===== src/rtl/core/minimum_spanning_tree_prim_defines.svh =====
// Assertion macros for the Prim spanning tree engine.
`ifndef MINIMUM_SPANNING_TREE_PRIM_DEFINES_SVH
`define MINIMUM_SPANNING_TREE_PRIM_DEFINES_SVH

// Invariant checked at every rising clock edge outside reset.
`define MSTP_CHECK(lbl, cond, msg) \
  lbl: assert property (@(posedge clk) disable iff (!rst_n) (cond)) else $error(msg);

// Same-cycle implication checked outside reset.
`define MSTP_IMPLY(lbl, ante, cons, msg) \
  lbl: assert property (@(posedge clk) disable iff (!rst_n) (ante) |-> (cons)) else $error(msg);

`endif


===== src/rtl/core/mstp_pkg.sv =====
// Shared constants and types for the Prim spanning tree engine.
package mstp_pkg;

  localparam int NODE_W    = 7;
  localparam int CFG_IDX_W = 1;

  localparam logic [CFG_IDX_W-1:0] CFG_NODE_TOTAL = 1'b0;
  localparam logic [CFG_IDX_W-1:0] CFG_ROOT_NODE  = 1'b1;

  localparam logic [NODE_W-1:0] NODE_TOTAL_RST = 7'd64;
  localparam logic [NODE_W-1:0] ROOT_NODE_RST  = 7'd1;

  typedef struct packed {
    logic [NODE_W-1:0] from_node;
    logic [NODE_W-1:0] to_node;
  } node_pair_t;

  typedef struct packed {
    logic       found;
    node_pair_t pair;
  } best_stat_t;

endpackage


===== src/rtl/core/mstp_min_unit.sv =====
// Shared compare unit: keeps the smallest (weight, from, to) candidate of a scan.
module mstp_min_unit #(
  parameter int WEIGHT_BITS = 16
) (
  input  logic                          clk,
  input  logic                          rst_n,
  input  logic                          clr,
  input  logic                          cand_vld,
  input  mstp_pkg::node_pair_t          cand_pair,
  input  logic signed [WEIGHT_BITS-1:0] cand_w,
  output mstp_pkg::best_stat_t          best,
  output logic signed [WEIGHT_BITS-1:0] best_w
);

  logic                          found_r;
  mstp_pkg::node_pair_t          pair_r;
  logic signed [WEIGHT_BITS-1:0] w_r;
  logic                          less;
  logic                          take;

  always_comb begin
    less = (cand_w < w_r) || ((cand_w == w_r) && (cand_pair < pair_r));
    take = cand_vld && (!found_r || less);
  end

  always_ff @(posedge clk) begin
    if (!rst_n) begin
      found_r <= 1'b0;
    end else if (clr) begin
      found_r <= 1'b0;
    end else if (take) begin
      found_r <= 1'b1;
    end
  end

  always_ff @(posedge clk) begin
    if (!clr && take) begin
      pair_r <= cand_pair;
      w_r    <= cand_w;
    end
  end

  assign best.found = found_r;
  assign best.pair  = pair_r;
  assign best_w     = w_r;

endmodule


===== config.mk =====
export PLATFORM = sky130hd
export DESIGN_NAME = mstp_min_unit
export DESIGN_NICKNAME = d
export VERILOG_FILES = /design/src/rtl/core/minimum_spanning_tree_prim_defines.svh /design/src/rtl/core/mstp_pkg.sv /design/src/rtl/core/mstp_min_unit.sv
export SDC_FILE = /design/constraint.sdc
export NUM_CORES = 1
export LEC_CHECK = 0
export BUFFER_PORTS_ARGS = -buffer_cell sky130_fd_sc_hd__buf_2
export CAP_MARGIN = 30
export CORE_MARGIN = 3
export CORE_UTILIZATION = 49
export CTS_BUF_LIST = sky130_fd_sc_hd__clkbuf_16
export DETAILED_ROUTE_END_ITERATION = 10
export PLACE_DENSITY = 0.8
export SLEW_MARGIN = 10
export SYNTH_ARGS = -nofsm -noshare
export SYNTH_HDL_FRONTEND = slang
export SYNTH_SLANG_ARGS = --single-unit

===== constraint.sdc =====
create_clock -name clk -period 3.5 [get_ports clk]
set_input_delay 0.525 -clock clk [delete_from_list [all_inputs] [get_ports clk]]
set_output_delay 0.525 -clock clk [all_outputs]
set_load 0.1 [all_outputs]

==> metrics.md <==
| Metric | Value |
|---|---|
| Area Overhead vs Synth | 30.2% |
| Mean routed wirelength per cell | 13.9 µm |
| Die area | 0.00425 mm² |
| Area of the multi-input gates | 676 µm² |
| GRT Total Usage | 0.188 |
| Setup Crit Path Kind | register to register |
| Core box area | 0.00320 mm² |
| Register area | 921 µm² |
| HP Class | primary input to register |
| H-tree Lvls | 2 |
| CTS tree | built |
| Worst EP required | 3.48 ns |
| Pwr per Cell Area | 550 mW/mm² |
| Syn Std Cell Area | 0.00172 mm² |
| Internal power | 782 µW |
| Period utilization | 0.734 |
| Crit path max fanout | 11 |
| Commonest non-fill, non-tap cell in the layout | buf_2 |
| Cts repair resizes | 0 |
| Comb pwr share | 0.302 |
| Initial DRT Pass Iterations | 4 |
| Die Span X | 65.2 µm |
| RSZ-0062 raised after global routing | no |
| CTS sink count | 31 |
| Die H | 65.2 µm |
| Sw Ratio | 0.365 |
| Leading post-synthesis cells by cell area | edfxtp_1 52%, ha_1 21%, inv_1 6.6%, a21oi_1 2.9%, and4_4 2.0% |
| Global-route wire length before repair | 6050 µm |
| Commonest cells after routing, fill and taps aside | 64 x buf_2, 31 x inv_1, 30 x edfxtp_1 |
| CTS root buffer | clkbuf_16 |
| Post CTS Setup Buffer Count | 0 |
| Detail Route Antenna Nets | 0 |
| Least-Margin Pin Slew | 0.536 ns |
| CP max stage cell | nand3_1 |
| Vias per Instance | 4.97 |
| Post-layout nets | 276 |
| Setup TNS Final | 0 ns |
| Slew headroom | 0.641 |
| Peak supply drop | 349 µV |
| CP Launch Type | register |
| Share of layout cells above drive strength 1 | 0.360 |
| Crit path largest cell delay | 0.43 ns |
| Clk_skew | 0.00291 ns |
| Crit Reg-Reg Startpoint | best_w[15]$_DFFE_PP_ |
| Post-route DRC | 0 |
| Clock power frac | 0.324 |
| Post-synth cell types | 27 |
| Cts hold-fix bufs | 0 |
| Share of the synthesized area in the top cell type | 0.525 |
| Clock Pin Slew Worst Setup and Hold Paths | 0.05 ns |
| Worst setup EP type | register |
| Total power | 1.23 mW |
| Cell taking the most area after synthesis | edfxtp_1 |
| Total wire length | 3590 µm |
| CTS Buf Count | 5 |
| # setup viols final | 0 |
| Switching pwr | 449 µW |
| Largest net degree at the start of global routing | 12 |
| First DRT Iteration DRCs | 35 |
| Placer Congestion | 0.745 |
| Cell count after synthesis | 141 |
| Hold_ws | 0.434 ns |
| Post-DP HPWL | 2960 µm |
| Final Max Slew Viols | 0 |
| Via count | 1282 |
| Final hold violations | 0 |
| Outcome | finished clean |
| Starting Density | 0.536 |
| Cell Rows | 20 |
| Fmax | 0.389 GHz |
| Syn_area_per_cell | 12.2 µm² |
| Crit path arrival time | 2.55 ns |
| Clock buffer depth | 2 |
| Cell leakage power | 1.12 nW |
| Port bufs | 64 |
| Critical Path Source | best_w[15]$_DFFE_PP_ |
| Crit path max-delay family | simple AND/OR/NAND/NOR gates |
| Initial antenna violation count | 0 |
| Register area share after synthesis | 0.536 |
| Tmin final | 2.57 ns |
| Antenna diodes | 0 |
| Clk_lat worst skew | 0.28 ns |
| Util after Layout | 0.698 |
| Buffer and inverter count on the worst path | 2 |
| Number of global-route vias before repair | 1332 |
| Syn Nets | 204 |
| IO Pins | 65 |
| Yosys warnings | 0 |
| Fillers | 274 |
| Sequential power share | 0.374 |
| Hold Path Origin | clr |
| #FFs+latches synth | 31 |
| Maxcap violations | 0 |
| Remaining global-route overflow | 0 |
| CP Cell Sequence | inv_1 > ha_1 > and4_4 > nand3_2 > nor4_1 > o2111ai_1 > nand3_1 > buf_4 |
==> worst register-to-register path, stage by stage, from the launching register on <==
cell and delay, ns:
edfxtp_1 0.34, inv_1 0.06, ha_1 0.30, and4_4 0.25
nand3_2 0.08, nor4_1 0.33, o2111ai_1 0.18, nand3_1 0.43
buf_4 0.30
==> sequential cells by signal, indices dropped and copies added, names as in the netlist <==
signal / cells
found_r: 1
best_w: 16
best: 14
==> Yosys cell counts <==
master,count
ha_1,29
nand4_1,1
and4_4,3
dfxtp_1,1
nand2b_1,1
inv_1,30
and2b_2,1
a21oi_1,10
edfxtp_1,30
a41oi_1,2
a21o_1,3
o21bai_1,1
buf_4,1
nor2b_1,2
o2111ai_1,1
nor2_1,4
a311oi_1,1
nor3b_1,1
or2_2,1
nand3_2,1
nand3b_1,1
a311o_1,1
nor4_1,1
o21ai_0,5
nand2_1,5
nand3_1,3
a211o_1,1
==> final cells by class <==
| cell class | instances | area share |
|---|---|---|
| Sequential cell | 31 | 0.412 |
| Multi-Input combinational cell | 79 | 0.302 |
| Timing Repair Buffer | 66 | 0.150 |
| Clock buffer | 5 | 0.0560 |
| Inverter | 30 | 0.0504 |
| Tap cell | 44 | 0.0246 |
| Clock inverter | 3 | 0.00504 |
==> power by group through the flow <==
| stage | clock network [mW] | logic [mW] | registers [mW] |
|---|---|---|---|
| after CTS | 0.406 | 0.374 | 0.461 |
| after global placement | 0 | 0.364 | 0.466 |
| after floorplan | 0 | 0.0930 | 0.668 |
| after global routing | 0.424 | 0.397 | 0.465 |
| after detailed placement | 0 | 0.372 | 0.468 |
| final | 0.399 | 0.371 | 0.461 |
==> per-stage QoR <==
stage	std cells	instance area, µm²	worst slack (ns)
after CTS	258	2240	0.901
final	258	2240	0.930
after global routing	258	2240	0.709
after floorplan	141	1720	0.203
after detailed placement	250	2100	0.646
after global placement	250	2100	0.741
==> worst paths after layout <==
check | slack, ns | depth (start not counted) | endpoint
max | 0.93 | 8 | best[1]$_DFFE_PP_
min | 0.43 | 2 | found_r$_SDFFE_PP0P_
max reg2reg | 0.93 | 8 | best[1]$_DFFE_PP_
min reg2reg | 0.59 | 2 | found_r$_SDFFE_PP0P_
==> routing by layer <==
| metal | GRT usage | part of all wire |
|---|---|---|
| met5 | 0 | 0 |
| met4 | 0.0466 | 0.0075 |
| met3 | 0.0667 | 0.078 |
| met2 | 0.338 | 0.51 |
| met1 | 0.210 | 0.40 |
==> logic make-up after synthesis <==
family | Yosys count | share of synthesized area
DFF | 31 | 0.536
and+or+nand+nor | 25 | 0.0897
AOI/OAI and AO/OA | 25 | 0.0926
buffers and inverters | 31 | 0.0700
adders and majority gates | 29 | 0.211
Power figures use the tool's default switching activity.
